File: config.mk
export PLATFORM = sky130hd
export DESIGN_NAME = quadrature_color_wheel_selector_flat
export DESIGN_NICKNAME = d
export VERILOG_FILES = /design/src/hdl/qcws_pkg.sv /design/src/hdl/qcws_if.sv /design/src/hdl/quadrature_color_wheel_selector.sv /design/src/hdl/qcws_state.sv /design/src/hdl/qcws_colour.sv /design/src/flat_wrapper.sv
export SDC_FILE = /design/constraint.sdc
export NUM_CORES = 1
export LEC_CHECK = 0
export BUFFER_PORTS_ARGS = -buffer_cell sky130_fd_sc_hd__buf_2
export CAP_MARGIN = 20
export CORE_MARGIN = 10
export CORE_UTILIZATION = 61
export CTS_CLUSTER_DIAMETER = 100
export DETAILED_ROUTE_END_ITERATION = 10
export HOLD_SLACK_MARGIN = 0.1
export PLACE_DENSITY = 0.86
export SYNTH_ARGS = -nofsm -noshare
export SYNTH_HDL_FRONTEND = slang
export SYNTH_HIERARCHICAL = 1
export SYNTH_SLANG_ARGS = --single-unit
File: constraint.sdc
create_clock -name clock -period 8.1 [get_ports clock]
set_clock_uncertainty 0.2 [all_clocks]
set_input_delay 0.405 -clock clock [delete_from_list [all_inputs] [get_ports clock]]
set_output_delay 0.405 -clock clock [all_outputs]
set_load 0.02 [all_outputs]
File: src/hdl/qcws_pkg.sv
package qcws_pkg;

   typedef enum logic [1:0] {
      ACT_SAMPLE = 2'd0,
      ACT_BUTTON = 2'd1,
      ACT_TICK   = 2'd2,
      ACT_NONE   = 2'd3
   } action_type;

   typedef enum logic {
      CSR_BLINK_ON  = 1'b0,
      CSR_BLINK_OFF = 1'b1
   } csr_index_type;

   localparam int unsigned POS_W   = 9;
   localparam int unsigned DUTY_W  = 7;
   localparam int unsigned TICK_W  = 10;

   localparam logic [POS_W-1:0]  WHEEL_LAST   = 9'd299;
   localparam logic [POS_W-1:0]  SEG1_START   = 9'd100;
   localparam logic [POS_W-1:0]  SEG2_START   = 9'd200;
   localparam logic [DUTY_W-1:0] SEGMENT_SIZE = 7'd100;

   localparam logic [TICK_W-1:0] BLINK_ON_RESET  = 10'd400;
   localparam logic [TICK_W-1:0] BLINK_OFF_RESET = 10'd200;

   // previous pins : current pins, each as {A, B}
   localparam logic [3:0] ENC_UP_0   = 4'b1101;
   localparam logic [3:0] ENC_UP_1   = 4'b0100;
   localparam logic [3:0] ENC_UP_2   = 4'b0010;
   localparam logic [3:0] ENC_UP_3   = 4'b1011;
   localparam logic [3:0] ENC_DOWN_0 = 4'b1110;
   localparam logic [3:0] ENC_DOWN_1 = 4'b0111;
   localparam logic [3:0] ENC_DOWN_2 = 4'b0001;
   localparam logic [3:0] ENC_DOWN_3 = 4'b1000;

   typedef struct packed {
      logic [POS_W-1:0]  position;
      logic [1:0]        prev_pins;
      logic              adjust;
      logic              lit;
      logic [TICK_W-1:0] phase;
   } wheel_state_type;

   typedef struct packed {
      logic [DUTY_W-1:0] red;
      logic [DUTY_W-1:0] green;
      logic [DUTY_W-1:0] blue;
   } duty_type;

endpackage

File: src/hdl/qcws_if.sv
interface qcws_req_if;
   logic       valid;
   logic       ready;
   logic [1:0] action;
   logic       pin_a;
   logic       pin_b;

   modport source (output valid, output action, output pin_a, output pin_b, input ready);
   modport sink   (input valid, input action, input pin_a, input pin_b, output ready);
endinterface

interface qcws_rsp_if;
   logic       valid;
   logic       ready;
   logic [6:0] red_duty;
   logic [6:0] green_duty;
   logic [6:0] blue_duty;
   logic [8:0] wheel_position;
   logic       adjusting;

   modport source (output valid, output red_duty, output green_duty, output blue_duty,
                   output wheel_position, output adjusting, input ready);
   modport sink   (input valid, input red_duty, input green_duty, input blue_duty,
                   input wheel_position, input adjusting, output ready);
endinterface

File: src/hdl/quadrature_color_wheel_selector.sv
// Channel   Dir  Payload
// req_ch    in   action, pin_a, pin_b
// rsp_ch    out  red_duty, green_duty, blue_duty, wheel_position, adjusting
// csr_*     in   csr_wr_en, csr_index, csr_wdata (blink on / off ticks)
//
// One item per cycle sustained while rsp_ch is ready; each item yields one result,
// passing through the input register and then the result register.
// The state update and colour mapping sit between those two registers.
// Reset clears the control state, except that the blink starts lit, and loads the blink registers with 400 and 200.
// A stalled result holds in its register; the input register still advances
// into it as soon as the result is taken, so no bubble follows a stall.
module quadrature_color_wheel_selector (
   input  logic       clock,
   input  logic       reset,
   qcws_req_if.sink   req_ch,
   qcws_rsp_if.source rsp_ch,
   input  logic       csr_wr_en,
   input  logic       csr_index,
   input  logic [9:0] csr_wdata
);
   import qcws_pkg::*;

   logic              in_valid_ff;
   action_type        in_action_ff;
   logic [1:0]        in_pins_ff;
   logic              rsp_valid_ff;
   duty_type          rsp_duty_ff;
   logic [POS_W-1:0]  rsp_pos_ff;
   logic              rsp_adjust_ff;
   logic              out_free;
   logic              advance;
   logic              take;
   wheel_state_type   state_now;
   wheel_state_type   state_next;
   duty_type          duty_in;

   assign out_free     = !rsp_valid_ff || rsp_ch.ready;
   assign advance      = in_valid_ff && out_free;
   assign req_ch.ready = !in_valid_ff || out_free;
   assign take         = req_ch.valid && req_ch.ready;

   always_ff @(posedge clock) begin
      if (reset) begin
         in_valid_ff <= 1'b0;
      end else if (req_ch.ready) begin
         in_valid_ff <= req_ch.valid;
      end
   end

   always_ff @(posedge clock) begin
      if (take) begin
         in_action_ff <= action_type'(req_ch.action);
         in_pins_ff   <= {req_ch.pin_a, req_ch.pin_b};
      end
   end

   qcws_state u_state (
      .clock      (clock),
      .reset      (reset),
      .step       (advance),
      .action     (in_action_ff),
      .pins       (in_pins_ff),
      .csr_wr_en  (csr_wr_en),
      .csr_index  (csr_index),
      .csr_wdata  (csr_wdata),
      .state_now  (state_now),
      .state_next (state_next)
   );

   qcws_colour u_colour (
      .state (state_next),
      .duty  (duty_in)
   );

   always_ff @(posedge clock) begin
      if (reset) begin
         rsp_valid_ff <= 1'b0;
      end else if (out_free) begin
         rsp_valid_ff <= in_valid_ff;
      end
   end

   // hold the result while the sink stalls
   always_ff @(posedge clock) begin
      if (advance) begin
         rsp_duty_ff   <= duty_in;
         rsp_pos_ff    <= state_next.position;
         rsp_adjust_ff <= state_next.adjust;
      end
   end

   assign rsp_ch.valid          = rsp_valid_ff;
   assign rsp_ch.red_duty       = rsp_duty_ff.red;
   assign rsp_ch.green_duty     = rsp_duty_ff.green;
   assign rsp_ch.blue_duty      = rsp_duty_ff.blue;
   assign rsp_ch.wheel_position = rsp_pos_ff;
   assign rsp_ch.adjusting      = rsp_adjust_ff;

   a_pos_range: assert property (@(posedge clock) disable iff (reset)
      rsp_valid_ff |-> (rsp_pos_ff <= WHEEL_LAST))
      else $error("wheel position out of range");

   a_duty_sum: assert property (@(posedge clock) disable iff (reset)
      rsp_valid_ff |-> (({1'b0, rsp_duty_ff.red} + {1'b0, rsp_duty_ff.green}
                         + {1'b0, rsp_duty_ff.blue}) == {1'b0, SEGMENT_SIZE}
                        || rsp_duty_ff == '0))
      else $error("duties do not sum to a full segment");

   a_no_overrun: assert property (@(posedge clock) disable iff (reset)
      (in_valid_ff && !out_free) |-> !req_ch.ready)
      else $error("input register overrun");

   a_idle_position: assert property (@(posedge clock) disable iff (reset)
      !state_now.adjust |=> $stable(state_now.position))
      else $error("position moved outside adjust mode");

endmodule

File: src/hdl/qcws_state.sv
module qcws_state (
   input  logic                      clock,
   input  logic                      reset,
   input  logic                      step,
   input  qcws_pkg::action_type      action,
   input  logic [1:0]                pins,
   input  logic                      csr_wr_en,
   input  logic                      csr_index,
   input  logic [9:0]                csr_wdata,
   output qcws_pkg::wheel_state_type state_now,
   output qcws_pkg::wheel_state_type state_next
);
   import qcws_pkg::*;

   wheel_state_type   state_ff;
   wheel_state_type   state_in;
   logic [TICK_W-1:0] blink_on_ff;
   logic [TICK_W-1:0] blink_off_ff;
   logic [3:0]        enc_code;
   logic [TICK_W-1:0] limit;

   assign enc_code = {state_ff.prev_pins, pins};
   assign limit    = state_ff.lit ? blink_on_ff : blink_off_ff;

   always_comb begin
      state_in = state_ff;
      case (action)
         ACT_SAMPLE: begin
            if (state_ff.adjust) begin
               unique case (enc_code) inside
                  ENC_UP_0, ENC_UP_1, ENC_UP_2, ENC_UP_3: begin
                     state_in.position = (state_ff.position == WHEEL_LAST) ?
                                         '0 : state_ff.position + 1'b1;
                  end
                  ENC_DOWN_0, ENC_DOWN_1, ENC_DOWN_2, ENC_DOWN_3: begin
                     state_in.position = (state_ff.position == '0) ?
                                         WHEEL_LAST : state_ff.position - 1'b1;
                  end
                  default: begin
                     state_in.position = state_ff.position;
                  end
               endcase
               state_in.prev_pins = pins;
            end
         end
         ACT_BUTTON: begin
            state_in.adjust = !state_ff.adjust;
            // entering adjust mode restarts the blink lit
            if (!state_ff.adjust) begin
               state_in.lit   = 1'b1;
               state_in.phase = '0;
            end
         end
         ACT_TICK: begin
            if (state_ff.adjust) begin
               if (state_ff.phase >= limit) begin
                  state_in.lit   = !state_ff.lit;
                  state_in.phase = '0;
               end else begin
                  state_in.phase = state_ff.phase + 1'b1;
               end
            end
         end
         default: begin
            state_in = state_ff;
         end
      endcase
   end

   always_ff @(posedge clock) begin
      if (reset) begin
         state_ff.position  <= '0;
         state_ff.prev_pins <= '0;
         state_ff.adjust    <= 1'b0;
         state_ff.lit       <= 1'b1;
         state_ff.phase     <= '0;
      end else if (step) begin
         state_ff <= state_in;
      end
   end

   always_ff @(posedge clock) begin
      if (reset) begin
         blink_on_ff  <= BLINK_ON_RESET;
         blink_off_ff <= BLINK_OFF_RESET;
      end else if (csr_wr_en) begin
         if (csr_index == CSR_BLINK_ON) begin
            blink_on_ff <= csr_wdata;
         end else begin
            blink_off_ff <= csr_wdata;
         end
      end
   end

   assign state_now  = state_ff;
   assign state_next = state_in;

endmodule

File: src/hdl/qcws_colour.sv
module qcws_colour (
   input  qcws_pkg::wheel_state_type state,
   output qcws_pkg::duty_type        duty
);
   import qcws_pkg::*;

   logic [POS_W-1:0]  offset;
   logic [DUTY_W-1:0] up;
   logic [DUTY_W-1:0] down;
   logic [1:0]        seg;
   logic              blank;

   always_comb begin
      if (state.position >= SEG2_START) begin
         seg    = 2'd2;
         offset = state.position - SEG2_START;
      end else if (state.position >= SEG1_START) begin
         seg    = 2'd1;
         offset = state.position - SEG1_START;
      end else begin
         seg    = 2'd0;
         offset = state.position;
      end
   end

   assign up    = offset[DUTY_W-1:0];
   assign down  = SEGMENT_SIZE - up;
   assign blank = state.adjust && !state.lit;

   always_comb begin
      duty = '0;
      if (!blank) begin
         case (seg)
            2'd0: begin
               duty.red   = down;
               duty.green = up;
            end
            2'd1: begin
               duty.green = down;
               duty.blue  = up;
            end
            default: begin
               duty.blue = down;
               duty.red  = up;
            end
         endcase
      end
   end

endmodule

File: src/flat_wrapper.sv
// flat-port wrapper written by rule: the top's interface ports become plain ports
module quadrature_color_wheel_selector_flat import qcws_pkg::*;
  (clock, reset, csr_wr_en, csr_index, csr_wdata, req_ch_valid, req_ch_action, req_ch_pin_a, req_ch_pin_b, req_ch_ready, rsp_ch_valid, rsp_ch_red_duty, rsp_ch_green_duty, rsp_ch_blue_duty, rsp_ch_wheel_position, rsp_ch_adjusting, rsp_ch_ready);
  qcws_req_if req_ch_i ();
  qcws_rsp_if rsp_ch_i ();
  input  logic clock;
  input  logic reset;
  input  logic csr_wr_en;
  input  logic csr_index;
  input  logic [9:0] csr_wdata;
  input wire logic [$bits(req_ch_i.valid)-1:0] req_ch_valid;
  input wire logic [$bits(req_ch_i.action)-1:0] req_ch_action;
  input wire logic [$bits(req_ch_i.pin_a)-1:0] req_ch_pin_a;
  input wire logic [$bits(req_ch_i.pin_b)-1:0] req_ch_pin_b;
  output wire logic [$bits(req_ch_i.ready)-1:0] req_ch_ready;
  output wire logic [$bits(rsp_ch_i.valid)-1:0] rsp_ch_valid;
  output wire logic [$bits(rsp_ch_i.red_duty)-1:0] rsp_ch_red_duty;
  output wire logic [$bits(rsp_ch_i.green_duty)-1:0] rsp_ch_green_duty;
  output wire logic [$bits(rsp_ch_i.blue_duty)-1:0] rsp_ch_blue_duty;
  output wire logic [$bits(rsp_ch_i.wheel_position)-1:0] rsp_ch_wheel_position;
  output wire logic [$bits(rsp_ch_i.adjusting)-1:0] rsp_ch_adjusting;
  input wire logic [$bits(rsp_ch_i.ready)-1:0] rsp_ch_ready;
  assign req_ch_i.valid = req_ch_valid;
  assign req_ch_i.action = req_ch_action;
  assign req_ch_i.pin_a = req_ch_pin_a;
  assign req_ch_i.pin_b = req_ch_pin_b;
  assign req_ch_ready = req_ch_i.ready;
  assign rsp_ch_valid = rsp_ch_i.valid;
  assign rsp_ch_red_duty = rsp_ch_i.red_duty;
  assign rsp_ch_green_duty = rsp_ch_i.green_duty;
  assign rsp_ch_blue_duty = rsp_ch_i.blue_duty;
  assign rsp_ch_wheel_position = rsp_ch_i.wheel_position;
  assign rsp_ch_adjusting = rsp_ch_i.adjusting;
  assign rsp_ch_i.ready = rsp_ch_ready;
  quadrature_color_wheel_selector u_core (.clock(clock), .reset(reset), .req_ch(req_ch_i), .rsp_ch(rsp_ch_i), .csr_wr_en(csr_wr_en), .csr_index(csr_index), .csr_wdata(csr_wdata));
endmodule
; Word level (Yosys, flattened, before mapping)
; Index checks and enable logic that the tools add are counted.
[word_totals]
regBits = 80
in_bits = 20
output_inout_bits = 33
[op_classes]
n_addsub = 6
order_cmp = 3
n_eq_ne = 14
mux = 19
bitwise = 1
n_reduce_logical = 20
[ops]
columns = operator, count
row1 = two-way mux 11 bit, 4
row2 = case mux 7 bit (2 select lines), 3
row3 = case mux 11 bit (2 select lines), 1
row4 = two-way mux 10 bit, 2
row5 = two-way mux 9 bit, 2
row6 = case mux 9 bit (2 select lines), 1
row7 = == test 4 bit (second input constant), 4
row8 = two-way mux 7 bit, 2
row9 = subtractor 7 bit (second input constant), 2
row10 = adder 10 x 1 -> 10 bit (second input constant), 1
row11 = greater-or-equal comparator 10 bit, 1
row12 = adder 9 x 1 -> 9 bit (second input constant), 1
row13 = == test 9 bit (second input constant), 1
row14 = greater-or-equal comparator 9 x 7 -> 1 bit (second input constant), 1
row15 = greater-or-equal comparator 9 x 8 -> 1 bit (second input constant), 1
row16 = zero test 9 bit, 1
row17 = subtractor 9 x 1 -> 9 bit (second input constant), 1
row18 = == test 4 x 3 -> 1 bit (second input constant), 2
row19 = OR reduction 4 bit, 2
row20 = subtractor 7 bit (first input constant), 1
row21 = zero test 1 bit, 5
row22 = == test 2 x 1 -> 1 bit (second input constant), 2
row23 = == test 4 x 1 -> 1 bit (second input constant), 1
row24 = == test 4 x 2 -> 1 bit (second input constant), 1
row25 = 12 further kinds, 20

; Depth between registers and ports, before layout
[depth]
ltp_word = 10
mapped_depth = 20
mapped_depth_nobuf = 18

; Cells and area by module
; Netlist, hierarchy kept.
[modules_own_cells]
columns = mod, n_inst, cells_each, area_each_um2, seq_area_each_um2
row1 = qcws_state, 1, 417, 3037.9, 860.8
row2 = quadrature_color_wheel_selector, 1, 45, 1154.9, 1091.0
row3 = qcws_colour, 1, 162, 987.2, 0.0

; Worst setup path after synthesis
; Ideal clock, no wire load.
[synth_timing]
path_type = register to register
startpoint = reg u_core.u_state.state_ff, in the netlist u_core/u_state/state_now[16]
endpoint = reg u_core.rsp_duty_ff, in the netlist u_core/rsp_ch.green_duty[6], data pin
arrival_time_ns = 3.869
slack_ns = 3.772
stages_incl_launch_ff = 18
n_path_buf = 2
period_less_slack_ns = 4.328
cell_sequence = dfxtp_1 > buf_2 > or3_4 > or3_2 > a21oi_1 > a21oi_1 > o21ai_0 > inv_1 > ha_1 > a21boi_2 > a21oi_4 > nand2b_1 > buf_6 > o31ai_2 > nor2_4 > o21ai_2 > nor3_1 > o31a_1
[synth_rtl]
columns = item, line_no
row1 = "start, declared", qcws_state.sv:15  ; wheel_state_type state_ff;
row2 = "start signal, assigned", qcws_state.sv:78  ; state_ff <= state_in;
row3 = "end signal, assigned", quadrature_color_wheel_selector.sv:86  ; rsp_duty_ff <= duty_in;
row4 = "end, declared", quadrature_color_wheel_selector.sv:27  ; duty_type rsp_duty_ff;

==> results.sh <==
export IMPL_clock_latency_ns=0.36
export IMPL_period_share_pct=67.2
export IMPL_drive_gt1_share_pct=15.2
export IMPL_critPathKind="register to register"
export IMPL_avgRoutedWirePerCell_um=17.3
export IMPL_cts_tree="done"
export IMPL_path_clk_slew_ns=0.08
export IMPL_fmax_ghz=0.184
export IMPL_place_ws_ns=2.90
export IMPL_required_ns=8.01
export IMPL_hold_worst_slack_ns=0.100
export IMPL_design_area_um2=5530
export IMPL_drt_pass1_iter_count=8
export IMPL_tns_ns=0
export IMPL_start_util_pct=63.4
export IMPL_status="finished, final reports clean"
export IMPL_final_hold_viol_count=0
export IMPL_globalplace_congestion=0.938
export IMPL_cp_top_family="compound AO/OA/AOI/OAI gates"
export IMPL_grt_max_degree=49
export IMPL_cts_htree_levels=3
export IMPL_area_growth_pct=11.1
export IMPL_cts_buffers=9
export IMPL_routed_wl_mm=12.7
export IMPL_final_cell_mix="nand2_1, a21oi_1, nor2_1, buf_2, dfxtp_1"
export IMPL_final_instance_count_excl_fill=735
export IMPL_cp_slowest_stage_delay_ns=0.78
export IMPL_hpwlAfterDp_mm=8.77
export IMPL_antenna_left=0
export IMPL_coreArea_um2=7850
export IMPL_rsz0062_at_grt="false"
export IMPL_overflow=0
export IMPL_port_buffers=52
export IMPL_ios=53
export IMPL_path_cells="inv_1, ha_1, nor3b_2, nand3b_1, nor2_1, a21o_1, a21oi_1, o21ai_0, inv_1, ha_1, nand2b_1, a31oi_2, and2_1, o211ai_1, o21ai_1, o21ai_2, nor3_1, o31a_1"
export IMPL_synth_cells=587
export IMPL_reg2reg_slack_ns=2.66
export IMPL_drt_iter0_drc=423
export IMPL_final_max_slew_viol_count=0
export IMPL_insertedDiodeCount=0
export IMPL_place_inst=704
export IMPL_crit_fanout=15
export IMPL_grt_pass1_wl_mm=20.8
export IMPL_nNetsFinal=670
export IMPL_via_count=4600
export IMPL_arrival_ns=5.35
export IMPL_core_rowCount=32
export IMPL_worstSetupStartpointType="register"
export IMPL_route_detailed_drc=0
export IMPL_syn_cell_area_um2=4970
export IMPL_critical_path_endpoint_type="register"
export IMPL_maxCapViolCount=0
export IMPL_clock_sinks=80
export IMPL_tightest_slew_ns=0.943
export IMPL_yosysWarnings=6
export IMPL_hp_class="primary input to register"
export IMPL_routed_via_density=6.26
export IMPL_grt_total_usage_pct=21.2
export IMPL_die_y_um=110
export IMPL_period_minus_slack_ns=5.44
export IMPL_dieArea_um2=12200
export IMPL_die_w_um=110
export IMPL_post_cts_buffers=0
export IMPL_syn_area_per_cell_um2=8.47
export IMPL_antenna_found_initial=0
export IMPL_clockBufferDepth=2
export IMPL_slew_limit_headroom_pct=36.5
export IMPL_cts_repair_resized=0
export IMPL_p_per_area_nw_per_um2=154
export IMPL_cp_buffers_inverters=2
export IMPL_place_area_um2=5190
export IMPL_ir_worst_vdd_mv=0.122
export IMPL_syn_nets=629
export IMPL_setup_viol=0
export IMPL_cp_slowest_cell="o21ai_0"
export IMPL_grt_pass1_vias=4266
export IMPL_postCtsHoldBufs=14
export IMPL_final_common_cell="nand2_1"
export IMPL_leakagePower_nw=2.20
export IMPL_fin_ws_ns=2.66
export IMPL_ctsRootBufferMaster="clkbuf_8"
[final cells by class]
class	instances	area (um^2)
clock buffers	10	128
clock inverters	6	60.1
fillers	630	2320
inverters	20	75.1
multi-input cells	448	2760
flip-flops and latches	80	1950
well taps	102	128
repair buffers	69	423
[tightest hold or removal path, stage by stage]
cell	delay, ns
buf_2	0.11
nand2_1	0.05
a21oi_1	0.05
[metrics by stage]
step           power (mW)  util (%)
2_1_floorplan       0.539         -
3_3_place_gp        0.566      66.2
3_5_place_dp        0.569      66.2
4_1_cts             0.854      70.3
5_1_grt             0.893      70.4
6_report            0.853      70.4
[worst paths after layout]
kind	startpoint	to	cells past startpoint
max	u_core/u_state/state_now[14]$_SDFFE_PP0P_	u_core/rsp_ch.green_duty[6]$_DFFE_PP_	18
min	csr_wdata[9]	u_core/u_state/blink_on_ff[9]$_SDFFE_PP0P_	3
max reg2reg	u_core/u_state/state_now[14]$_SDFFE_PP0P_	u_core/rsp_ch.green_duty[6]$_DFFE_PP_	18
min reg2reg	u_core/u_state/blink_on_ff[2]$_SDFFE_PP0P_	u_core/u_state/blink_on_ff[2]$_SDFFE_PP0P_	2
[metal layers]
| metal | vias to the layer above | global-route usage, % | routed length, um |
|---|---|---|---|
| met4 | 0 | 7.52 | 208 |
| li1 | 2192 | - | - |
| met1 | 2180 | 27.4 | 5350 |
| met3 | 19 | 4.53 | 1100 |
| met5 | - | 0 | 0 |
| met2 | 209 | 34.3 | 6070 |
[flip-flops by register name (all words and copies together), names as in the netlist]
| register | cells |
|---|---|
| u_core/in_action_ff | 2 |
| u_core/in_pins_ff | 2 |
| u_core/in_valid_ff | 1 |
| u_core/rsp_ch.adjusting | 1 |
| u_core/rsp_ch.blue_duty | 7 |
| u_core/rsp_ch.green_duty | 7 |
| u_core/rsp_ch.red_duty | 7 |
| u_core/rsp_ch.valid | 1 |
| u_core/rsp_ch.wheel_position | 9 |
| u_core/u_state/blink_off_ff | 10 |
| u_core/u_state/blink_on_ff | 10 |
| u_core/u_state/state_now | 23 |
[report_power, final]
part           total [mW]  leakage [nW]  switching, mW  internal, mW
Clock               0.285        0.0953          0.144         0.141
Sequential          0.448         0.700        0.00960         0.438
Combinational       0.120          1.41         0.0778        0.0426
(Power assumes the default switching activity.)
